[src/rtl/core/assert_macros.svh]
// Assertion macros shared by the UART RTL
`ifndef ASSERT_MACROS_SVH
`define ASSERT_MACROS_SVH

// Plain property, checked on every clock edge outside reset
`define U8N1_ASSERT(label, prop, msg) \
  label: assert property (@(posedge clk) disable iff (!rst_n) (prop)) else $error(msg);

// Same-cycle implication, checked outside reset
`define U8N1_IMPLIES(label, ante, cons, msg) \
  label: assert property (@(posedge clk) disable iff (!rst_n) (ante) |-> (cons)) else $error(msg);

`endif

[src/rtl/core/u8n1_pkg.sv]
// Shared types, constants and FIFO pointer helpers for the 8N1 UART
package u8n1_pkg;

  localparam int FIFO_DEPTH = 16;
  localparam int PTR_W      = $clog2(FIFO_DEPTH) + 1;
  localparam int SLOT_W     = $clog2(FIFO_DEPTH);

  localparam int DATA_W     = 8;
  localparam int PERIOD_W   = 20;
  localparam int TIMER_W    = 21;
  localparam int FRAME_W    = 10;
  localparam int BITS_W     = 4;
  localparam int TX_COUNT_W = 5;
  localparam int RX_COUNT_W = 4;
  localparam int BIT_IDX_W  = $clog2(DATA_W);

  localparam logic [BITS_W-1:0]   FRAME_BITS   = BITS_W'(FRAME_W);
  localparam logic [BITS_W-1:0]   DATA_BITS    = BITS_W'(DATA_W);
  localparam logic [PERIOD_W-1:0] PERIOD_RESET = PERIOD_W'(694);

  localparam int APB_ADDR_W = 3;
  localparam int APB_DATA_W = 32;

  // register index, taken from the word address
  localparam logic [APB_ADDR_W-3:0] REG_BIT_PERIOD = '0;

  typedef logic [PTR_W-1:0]  ptr_t;
  typedef logic [SLOT_W-1:0] slot_t;

  typedef struct packed {
    logic              rx_line;
    logic              tx_write;
    logic [DATA_W-1:0] tx_data;
    logic              rx_read;
  } in_item_t;

  typedef struct packed {
    logic                  tx_line;
    logic [DATA_W-1:0]     rx_data;
    logic [RX_COUNT_W-1:0] rx_count;
    logic [TX_COUNT_W-1:0] tx_count;
    logic                  tx_busy;
    logic                  tx_rejected;
    logic                  rx_overrun;
  } out_item_t;

  typedef struct packed {
    logic                  line;
    logic [TX_COUNT_W-1:0] count;
    logic                  busy;
    logic                  rejected;
  } tx_status_t;

  typedef struct packed {
    logic [DATA_W-1:0]     data;
    logic [RX_COUNT_W-1:0] count;
    logic                  overrun;
  } rx_status_t;

  // pointers run modulo twice the depth so that full and empty differ
  function automatic ptr_t ptr_next(ptr_t p);
    return (p == ptr_t'(2 * FIFO_DEPTH - 1)) ? '0 : p + ptr_t'(1);
  endfunction

  function automatic slot_t ptr_slot(ptr_t p);
    ptr_t s;
    s = (p >= ptr_t'(FIFO_DEPTH)) ? p - ptr_t'(FIFO_DEPTH) : p;
    return s[SLOT_W-1:0];
  endfunction

  function automatic ptr_t fifo_fill(ptr_t head, ptr_t tail);
    return (head >= tail) ? head - tail : head + ptr_t'(2 * FIFO_DEPTH) - tail;
  endfunction

endpackage

[src/rtl/core/uart_8n1_full_duplex_fifo.sv]
// Top level: bit-period register, transmit and receive halves, result register
// Each item is one bit-timing tick; its result is registered and appears in the cycle after acceptance.
// Throughput: one item per cycle, set by the single result register stage;
// a new item is taken while the previous result waits, when out_ready is high.
// Reset (rst_n low, synchronous): both FIFOs empty, both lines idle, bit period 694.
// FIFO contents are not cleared; no entry is read before it is written.
`include "assert_macros.svh"

module uart_8n1_full_duplex_fifo import u8n1_pkg::*; (
  input  logic                  clk,
  input  logic                  rst_n,
  input  logic                  in_valid,
  output logic                  in_ready,
  input  in_item_t              in_data,
  output logic                  out_valid,
  input  logic                  out_ready,
  output out_item_t             out_data,
  input  logic                  psel,
  input  logic                  penable,
  input  logic                  pwrite,
  input  logic [APB_ADDR_W-1:0] paddr,
  input  logic [APB_DATA_W-1:0] pwdata,
  output logic [APB_DATA_W-1:0] prdata,
  output logic                  pready
);

  logic [PERIOD_W-1:0]   bit_period_r;
  logic [PERIOD_W-1:0]   period_eff;
  logic [APB_ADDR_W-3:0] reg_idx;
  logic                  step_en;
  logic                  out_valid_r;
  out_item_t             out_data_r;
  out_item_t             result;
  tx_status_t            tx_status;
  rx_status_t            rx_status;

  assign reg_idx = paddr[APB_ADDR_W-1:2];
  assign pready  = 1'b1;
  assign prdata  = (reg_idx == REG_BIT_PERIOD) ? APB_DATA_W'(bit_period_r) : '0;

  always_ff @(posedge clk) begin
    if (!rst_n) begin
      bit_period_r <= PERIOD_RESET;
    end else if (psel && penable && pwrite && pready && reg_idx == REG_BIT_PERIOD) begin
      bit_period_r <= pwdata[PERIOD_W-1:0];
    end
  end

  // a zero period behaves as one tick
  assign period_eff = (bit_period_r == '0) ? PERIOD_W'(1) : bit_period_r;

  assign in_ready = !out_valid_r || out_ready;
  assign step_en  = in_valid && in_ready;

  u8n1_tx u_tx (
    .clk     (clk),
    .rst_n   (rst_n),
    .step_en (step_en),
    .period  (period_eff),
    .item    (in_data),
    .status  (tx_status)
  );

  u8n1_rx u_rx (
    .clk     (clk),
    .rst_n   (rst_n),
    .step_en (step_en),
    .period  (period_eff),
    .item    (in_data),
    .status  (rx_status)
  );

  assign result.tx_line     = tx_status.line;
  assign result.rx_data     = rx_status.data;
  assign result.rx_count    = rx_status.count;
  assign result.tx_count    = tx_status.count;
  assign result.tx_busy     = tx_status.busy;
  assign result.tx_rejected = tx_status.rejected;
  assign result.rx_overrun  = rx_status.overrun;

  always_ff @(posedge clk) begin
    if (!rst_n) begin
      out_valid_r <= 1'b0;
    end else if (step_en) begin
      out_valid_r <= 1'b1;
    end else if (out_ready) begin
      out_valid_r <= 1'b0;
    end
  end

  always_ff @(posedge clk) begin
    if (step_en) begin
      out_data_r <= result;
    end
  end

  assign out_valid = out_valid_r;
  assign out_data  = out_data_r;

  `U8N1_ASSERT(a_period_nonzero, period_eff != '0, "effective bit period is zero")
  `U8N1_IMPLIES(a_idle_line_high, out_valid_r && !out_data_r.tx_busy, out_data_r.tx_line, "tx line low while idle")
  `U8N1_IMPLIES(a_rx_empty_zero, out_valid_r && out_data_r.rx_count == '0, out_data_r.rx_data == '0, "rx data nonzero with empty FIFO")
  `U8N1_IMPLIES(a_tx_count_range, out_valid_r, out_data_r.tx_count <= TX_COUNT_W'(FIFO_DEPTH), "tx count beyond FIFO depth")

endmodule

[src/rtl/core/u8n1_tx.sv]
// Transmit FIFO and 8N1 frame serialiser, advanced one tick per item
module u8n1_tx import u8n1_pkg::*; (
  input  logic                clk,
  input  logic                rst_n,
  input  logic                step_en,
  input  logic [PERIOD_W-1:0] period,
  input  in_item_t            item,
  output tx_status_t          status
);

  typedef enum logic {TX_IDLE, TX_FRAME} tx_phase_t;

  logic [DATA_W-1:0]  store_r [FIFO_DEPTH];
  ptr_t               head_r, head_nxt;
  ptr_t               tail_r, tail_nxt;
  logic [FRAME_W-1:0] shift_r, shift_nxt;
  logic [BITS_W-1:0]  bits_r, bits_nxt;
  logic [TIMER_W-1:0] timer_r, timer_nxt, timer_dec;
  tx_phase_t          phase_r, phase_nxt;
  logic               push;
  logic               rejected;
  logic [DATA_W-1:0]  load_byte;

  always_comb begin
    head_nxt  = head_r;
    tail_nxt  = tail_r;
    shift_nxt = shift_r;
    bits_nxt  = bits_r;
    timer_nxt = timer_r;
    phase_nxt = phase_r;
    push      = 1'b0;
    rejected  = 1'b0;
    timer_dec = (timer_r != '0) ? timer_r - TIMER_W'(1) : '0;

    if (item.tx_write) begin
      if (fifo_fill(head_r, tail_r) >= ptr_t'(FIFO_DEPTH)) begin
        rejected = 1'b1;
      end else begin
        push     = 1'b1;
        head_nxt = ptr_next(head_r);
      end
    end

    // a byte pushed into an empty FIFO is taken straight from the item
    load_byte = (push && ptr_slot(head_r) == ptr_slot(tail_r)) ?
                item.tx_data : store_r[ptr_slot(tail_r)];

    if (phase_r == TX_FRAME) begin
      timer_nxt = timer_dec;
      if (timer_dec == '0) begin
        if (bits_r < FRAME_BITS) begin
          shift_nxt = shift_r >> 1;
          bits_nxt  = bits_r + BITS_W'(1);
          timer_nxt = TIMER_W'(period);
        end else begin
          phase_nxt = TX_IDLE;
        end
      end
    end

    // load the next byte, start bit driven in the same tick
    if (phase_nxt == TX_IDLE && fifo_fill(head_nxt, tail_r) != '0) begin
      shift_nxt = {1'b1, load_byte, 1'b0};
      tail_nxt  = ptr_next(tail_r);
      bits_nxt  = BITS_W'(1);
      timer_nxt = TIMER_W'(period);
      phase_nxt = TX_FRAME;
    end
  end

  assign status.line     = (phase_nxt == TX_IDLE) ? 1'b1 : shift_nxt[0];
  assign status.count    = TX_COUNT_W'(fifo_fill(head_nxt, tail_nxt));
  assign status.busy     = (phase_nxt != TX_IDLE);
  assign status.rejected = rejected;

  always_ff @(posedge clk) begin
    if (!rst_n) begin
      head_r  <= '0;
      tail_r  <= '0;
      shift_r <= '0;
      bits_r  <= '0;
      timer_r <= '0;
      phase_r <= TX_IDLE;
    end else if (step_en) begin
      head_r  <= head_nxt;
      tail_r  <= tail_nxt;
      shift_r <= shift_nxt;
      bits_r  <= bits_nxt;
      timer_r <= timer_nxt;
      phase_r <= phase_nxt;
    end
  end

  always_ff @(posedge clk) begin
    if (step_en && push) begin
      store_r[ptr_slot(head_r)] <= item.tx_data;
    end
  end

endmodule

[src/rtl/core/u8n1_rx.sv]
// Receive sampler and receive FIFO, advanced one tick per item
module u8n1_rx import u8n1_pkg::*; (
  input  logic                clk,
  input  logic                rst_n,
  input  logic                step_en,
  input  logic [PERIOD_W-1:0] period,
  input  in_item_t            item,
  output rx_status_t          status
);

  typedef enum logic [1:0] {RX_IDLE, RX_DATA, RX_STOP} rx_phase_t;

  logic [DATA_W-1:0]  store_r [FIFO_DEPTH];
  ptr_t               head_r, head_nxt;
  ptr_t               tail_r, tail_nxt;
  logic [DATA_W-1:0]  shift_r, shift_nxt;
  logic [BITS_W-1:0]  bits_r, bits_nxt;
  logic [TIMER_W-1:0] timer_r, timer_nxt, timer_dec;
  rx_phase_t          phase_r, phase_nxt;
  logic               push;
  logic               overrun;
  ptr_t               fill_nxt;
  slot_t              rd_slot;
  logic [DATA_W-1:0]  front;

  always_comb begin
    head_nxt  = head_r;
    tail_nxt  = tail_r;
    shift_nxt = shift_r;
    bits_nxt  = bits_r;
    timer_nxt = timer_r;
    phase_nxt = phase_r;
    push      = 1'b0;
    overrun   = 1'b0;
    timer_dec = (timer_r != '0) ? timer_r - TIMER_W'(1) : '0;

    // pop first, so a full FIFO frees a place for this tick's byte
    if (item.rx_read && fifo_fill(head_r, tail_r) != '0) begin
      tail_nxt = ptr_next(tail_r);
    end

    unique case (phase_r)
      RX_IDLE: begin
        if (!item.rx_line) begin
          // first sample at the centre of data bit 0
          timer_nxt = TIMER_W'(period) + TIMER_W'(period >> 1);
          bits_nxt  = '0;
          shift_nxt = '0;
          phase_nxt = RX_DATA;
        end
      end
      RX_DATA: begin
        timer_nxt = timer_dec;
        if (timer_dec == '0) begin
          shift_nxt = shift_r | (DATA_W'(item.rx_line) << bits_r[BIT_IDX_W-1:0]);
          bits_nxt  = bits_r + BITS_W'(1);
          timer_nxt = TIMER_W'(period);
          if (bits_nxt >= DATA_BITS) begin
            if (fifo_fill(head_r, tail_nxt) < ptr_t'(FIFO_DEPTH - 1)) begin
              push     = 1'b1;
              head_nxt = ptr_next(head_r);
            end else begin
              overrun = 1'b1;
            end
            phase_nxt = RX_STOP;
          end
        end
      end
      RX_STOP: begin
        timer_nxt = timer_dec;
        if (timer_dec == '0) begin
          phase_nxt = RX_IDLE;
        end
      end
      default: begin
        phase_nxt = RX_IDLE;
      end
    endcase
  end

  // forward a byte stored this tick when it is also the front entry
  assign fill_nxt = fifo_fill(head_nxt, tail_nxt);
  assign rd_slot  = ptr_slot(tail_nxt);
  assign front    = (push && ptr_slot(head_r) == rd_slot) ? shift_nxt : store_r[rd_slot];

  assign status.data    = (fill_nxt != '0) ? front : '0;
  assign status.count   = RX_COUNT_W'(fill_nxt);
  assign status.overrun = overrun;

  always_ff @(posedge clk) begin
    if (!rst_n) begin
      head_r  <= '0;
      tail_r  <= '0;
      shift_r <= '0;
      bits_r  <= '0;
      timer_r <= '0;
      phase_r <= RX_IDLE;
    end else if (step_en) begin
      head_r  <= head_nxt;
      tail_r  <= tail_nxt;
      shift_r <= shift_nxt;
      bits_r  <= bits_nxt;
      timer_r <= timer_nxt;
      phase_r <= phase_nxt;
    end
  end

  always_ff @(posedge clk) begin
    if (step_en && push) begin
      store_r[ptr_slot(head_r)] <= shift_nxt;
    end
  end

endmodule
[config.mk]
export PLATFORM = sky130hd
export DESIGN_NAME = uart_8n1_full_duplex_fifo
export DESIGN_NICKNAME = d
export VERILOG_FILES = /design/src/rtl/core/u8n1_pkg.sv /design/src/rtl/core/uart_8n1_full_duplex_fifo.sv /design/src/rtl/core/u8n1_tx.sv /design/src/rtl/core/u8n1_rx.sv
export VERILOG_INCLUDE_DIRS = /design/src /design/src/rtl/core
export SDC_FILE = /design/constraint.sdc
export NUM_CORES = 1
export LEC_CHECK = 0
export ABC_AREA = 0
export BUFFER_PORTS_ARGS = -buffer_cell sky130_fd_sc_hd__buf_2
export CORE_MARGIN = 5
export CORE_UTILIZATION = 35
export DETAILED_ROUTE_END_ITERATION = 12
export GPL_ROUTABILITY_DRIVEN = 0
export PLACE_DENSITY_LB_ADDON = 0.3
export SYNTH_ARGS = -nofsm -noshare
export SYNTH_HDL_FRONTEND = slang
export SYNTH_SLANG_ARGS = --single-unit
[constraint.sdc]
create_clock -name clk -period 13 [get_ports clk]
set_input_delay 2.6 -clock clk [delete_from_list [all_inputs] [get_ports clk]]
set_output_delay 2.6 -clock clk [all_outputs]
set_load 0.01 [all_outputs]
; Yosys cells after proc, flatten, opt, wreduce, memory -nomap -nowiden
; Memories as Yosys holds them, arrays and structs flattened. A register that Yosys moved wholly into a read port is not among the register bits.
; Cells that the tools add are included.
[totals]
reg_bits = 125
mem_bits_rw = 256
input_bits = 53
output_inout_bits = 56
word_cells = 163
n_memories = 2
[classes]
addsub = 19
n_lt_le_gt_ge = 8
eq_ne = 11
n_shift = 1
mux = 65
bitwise = 3
reduce_logical = 33
[memory_table]
columns = memory, words, word_bits, rd, rd_ports_with_merged_regs, write_ports, line
row1 = u_rx.store_r, 16, 8, 1, 1, 1, u8n1_rx.sv:13  ; logic [DATA_W-1:0] store_r [FIFO_DEPTH];
row2 = u_tx.store_r, 16, 8, 1, 0, 1, u8n1_tx.sv:13  ; logic [DATA_W-1:0] store_r [FIFO_DEPTH];
[ops]
columns = op, count
row1 = 21-bit 2-to-1 mux, 8
row2 = 21-bit case mux with 3 select lines, 1
row3 = 5-bit 2-to-1 mux, 12
row4 = 21-bit logical NOT, 2
row5 = 21-bit nonzero test, 2
row6 = 21-bit by 1-bit subtractor with 21-bit output (second input constant), 2
row7 = 10-bit 2-to-1 mux, 4
row8 = 20-bit 2-to-1 mux, 2
row9 = 4-bit 2-to-1 mux, 10
row10 = 5-bit subtractor, 6
row11 = 5-bit >= comparator (second input constant), 5
row12 = 8-bit 2-to-1 mux, 3
row13 = 20-bit by 19-bit adder with 21-bit output, 1
row14 = 5-bit by 1-bit adder with 5-bit output (second input constant), 4
row15 = 5-bit == test (second input constant), 4
row16 = 20-bit logical NOT, 1
row17 = 1-bit 2-to-1 mux, 18
row18 = 8-bit case mux with 2 select lines, 1
row19 = 4-bit by 1-bit subtractor with 4-bit output (second input constant), 4
row20 = 5-bit nonzero test, 3
row21 = 2-bit nonzero test, 5
row22 = 1-bit logical AND, 9
row23 = 4-bit by 1-bit adder with 4-bit output (second input constant), 2
row24 = 2-bit 2-to-1 mux, 4
row25 = 21 further kinds, 27

; Logic depth before layout (Yosys ltp)
[depth]
word_depth = 13
depth_mapped = 30
depth_no_buf = 27

; Modules after synthesis
; From an unflattened synthesis, not the netlist that was laid out.
[unflattened]
cells_unflattened = 1778
hier_area_um2 = 20606.0
[by_module_without_submodules]
columns = mod, n_inst, cells_per_inst, area_per_inst_um2, seq_area_each_um2
row1 = u8n1_rx, 1, 944, 10138.5, 4744.6
row2 = u8n1_tx, 1, 657, 8639.5, 4844.6
row3 = uart_8n1_full_duplex_fifo, 1, 177, 1828.0, 1051.0

; Worst setup path after synthesis
; No wires, ideal clock.
[synth_timing]
path_type = input -> register
startpoint = input in_data[0] (netlist bit)
endpoint = register, netlist name out_data[12]
setup_ps = 270
arrival_ps = 7588
t_required_ps = 12730
slack_ps = 5142
cell_stages = 20
n_path_buf = 1
cell_sequence = o41ai_2 > nor3_1 > a21oi_1 > o22ai_1 > clkbuf_1 > inv_1 > ha_1 > a21boi_0 > a2111o_1 > xor2_1 > o211a_4 > nand2b_1 > mux2_2 > ha_1 > inv_1 > fa_1 > or4_1 > nor3_1 > mux2_4 > nor3_1
[synth_lines]
columns = element, line
row1 = "start, declared", uart_8n1_full_duplex_fifo.sv:14  ; input in_item_t in_data,

==> impl_metrics.ini <==
[clock_tree]
cts_tree = built
post_cts_resized = 0
postCtsHoldBufs = 0
cts_sinks = 393
h-tree-depth = 2
cts-root-buf = clkbuf_16
post-cts-setup-buffer-count = 0
clk-insertion-delay-late_ns = 0.57
cts.clk_slew.worst_paths_ns = 0.06
cts_buffers = 46
clockBufferDepth = 3

[routing]
routed_wl_um = 47900
drt-wirelength-per-cell_um = 18.5
vias_per_cell = 5.27
ant_nets = 0
drt_first_pass_iters = 5
vias = 13689
drc_errors = 0
initialDrtViolationCount = 876

[yosys]
ys_seq_area_share_pct = 52.6
synth_cell_types = 93
syn_area_sq_um = 20200
synthCells = 1752
async_flop_share_pct = 0
synth_edf_count = 277
synth_ff_type = edfxtp_1
synth-warning-count = 0
ys_ff_latch = 393
postSynthAreaPerCell_sq_um = 11.5

[global_routing]
grt_remaining_overflow = 0
grt_pass1_wl_um = 75900
antenna_found_initial = 2
grt_start_max_net_pins = 82
grt_pass1_vias = 13515
gr-usage-all-layers_pct = 14.8

[setup_path]
critPathLaunch = in_data[0]
crit_type = in2reg
cp_max_fo = 18
worstPathRequired_ns = 13.30
crit_arrival_ns = 8.33
r2r_setup_slack_ns = 5.45
crit_end = out_data[16]
cp.depth = 20
critPathMaxStageDelay_ns = 0.92
slowest_stage = o22ai_2
reg2regPathDepth = 20
r2r-end = out_data[16]
worstPathBufferInverterCount = 3
crit_path_end_kind = flop
path_cells = buf_2 -> o41ai_2 -> nor3_1 -> a21oi_1 -> o22ai_2 -> inv_1 -> ha_1 -> a21boi_0 -> a2111o_1 -> xor2_1 -> o211a_4 -> nand2b_1 -> mux2_2 -> ha_1 -> inv_1 -> fa_1 -> nor4_1 -> nand3_1 -> mux2i_2 -> nor3_1
crit_family = compound AO/OA/AOI/OAI gates
crit_path_start_kind = primary input
r2r-start = u_rx.head_r[3]

[placement]
io_buffer_count = 81
hpwl_um = 32400

[timing]
period_share_pct = 61.8
slew_viol_final = 0
relSlewSlack_pct = 17.5
finalClockSkew_ns = 0.0112
fin_hold_ws_ns = 0.466
max_freq_mhz = 125
tightest_slew_ns = 1.24
finalSetupViolCount = 0
hold_violations = 0
rsz0062_at_grt = no
tns_ns = 0
fin_crit_ns = 8.03

[floorplanning]
num_rows = 88
initial_core_util_pct = 35.2
core_sq_um = 57500
fp.dieH_um = 250
pin_count = 109
die-width_um = 250
dieArea_sq_um = 62700

[cells_and_area]
drive_above_1_share_pct = 14.0
final_nets = 1923
diodes = 0
syn2layout_area_growth_pct = 12.8

[power]
fin_total_pwr_mw = 3.38
p_per_area_nw_per_um2 = 148
leakagePower_nw = 8.29
vdd.ir_drop.worst_mv = 0.120

[hold_path]
hp-class = reg2reg

[run]
maxCapViolCount = 0

[run_status]
outcome = completed
synthesized netlist by cell type (29+ instances only):
master      n  area share (%)
a21boi_0   34             1.3
a21oi_1    77             1.9
clkbuf_1   74             1.4
dfxtp_1   116              11
edfxtp_1  277              41
ha_1       69             4.3
inv_1      54             1.0
mux2i_1   122             6.0
mux4_2     47             5.2
nand2_1   143             2.7
nand3_1    29            0.72
nor2_1    115             2.1
nor2b_1    38             1.2
nor3_1     46             1.1
o21ai_0    96             2.4
xnor2_1    41             1.8
flip-flops by register name, indices dropped and copies added (netlist names), 8 cells and up, named ones only:
register and count:
u_tx.timer_r 21, u_rx.shift_r 8, u_tx.shift_r 10, out_data 21, u_tx.store_r 128, u_rx.store_r 128, u_rx.timer_r 21, bit_period_r 20
cell families (layout without fill, tap and decap cells):
group           after synthesis  in the layout  share of synthesized area, %
compound gates              353            353                          11.5
xor+xnor                     60             60                          2.67
fa+ha+maj                    73             73                          4.61
buf+inv                     176            245                          3.79
flops                       393            393                          52.6
mux                         176            176                          11.8
other cells                   2             13                        0.0371
simple gates                519            519                          13.0
worst register-to-register path, delay by kind of cell, from the launching register on:
kind            cells  cell delay, ns
compound gates      5            2.58
xor+xnor            2            0.58
fa+ha+maj           4            1.46
buf+inv             2            0.29
flops               1            0.72
mux                 2            0.73
simple gates        5            0.92
cell usage in the layout, fill, tap and decap left out, types with 38 or more instances in the layout:
master	n
buf_2	80
clkbuf_16	46
o21ai_0	91
ha_1	69
nand2_1	143
inv_1	54
edfxtp_1	277
nor2_1	115
a21oi_1	76
mux4_2	47
dfxtp_1	114
mux2i_1	121
xnor2_1	41
nor3_1	46
nor2b_1	38
routing by layer:
layer / GRT usage (%) / vias to the layer above / part of all wire [%]
li1: - / 6630 / -
met1: 20.0 / 6737 / 46
met2: 25.3 / 262 / 49
met3: 2.11 / 60 / 3.8
met4: 3.73 / 0 / 1.9
met5: 0 / - / 0
report_power, final:
group	internal, mW	switching [mW]	total (mW)
registers	1.39	0.0529	1.45
clock network	0.765	0.522	1.29
logic	0.265	0.376	0.641
total	2.42	0.951	3.38
final cells by class:
class	instances	area (sq um)
clock buffers	55	1200
clock inverters	27	307
fillers	5484	34700
inverters	56	210
multi-input cells	1194	8900
flip-flops and latches	393	10600
well taps	765	957
repair buffers	107	603
worst min path at each step:
stage	start	to	slack (ns)	cells past startpoint
floorplan	u_tx.timer_r[20]	u_tx.timer_r[20]	0.43	2
global placement	u_tx.bits_r[3]	u_tx.bits_r[3]	0.45	2
detailed placement	u_rx.shift_r[7]	u_rx.shift_r[7]	0.46	2
CTS	u_rx.shift_r[7]	u_rx.shift_r[7]	0.47	2
global route	u_rx.shift_r[7]	u_rx.shift_r[7]	0.50	2
finish	u_rx.shift_r[7]	u_rx.shift_r[7]	0.47	2
per-stage QoR:
step                      instance area [sq um]  std cells  utilization (%)  setup WS, ns
final                                     22800       2597             39.7          4.97
after global routing                      22800       2597             39.7          4.63
after CTS                                 22800       2597             39.7          4.95
after detailed placement                  21300       2515             37.1          4.34
after global placement                    21300       2515             37.1          4.55
after floorplan                           20300       1763                -          5.14
(Power assumes the default switching activity.)
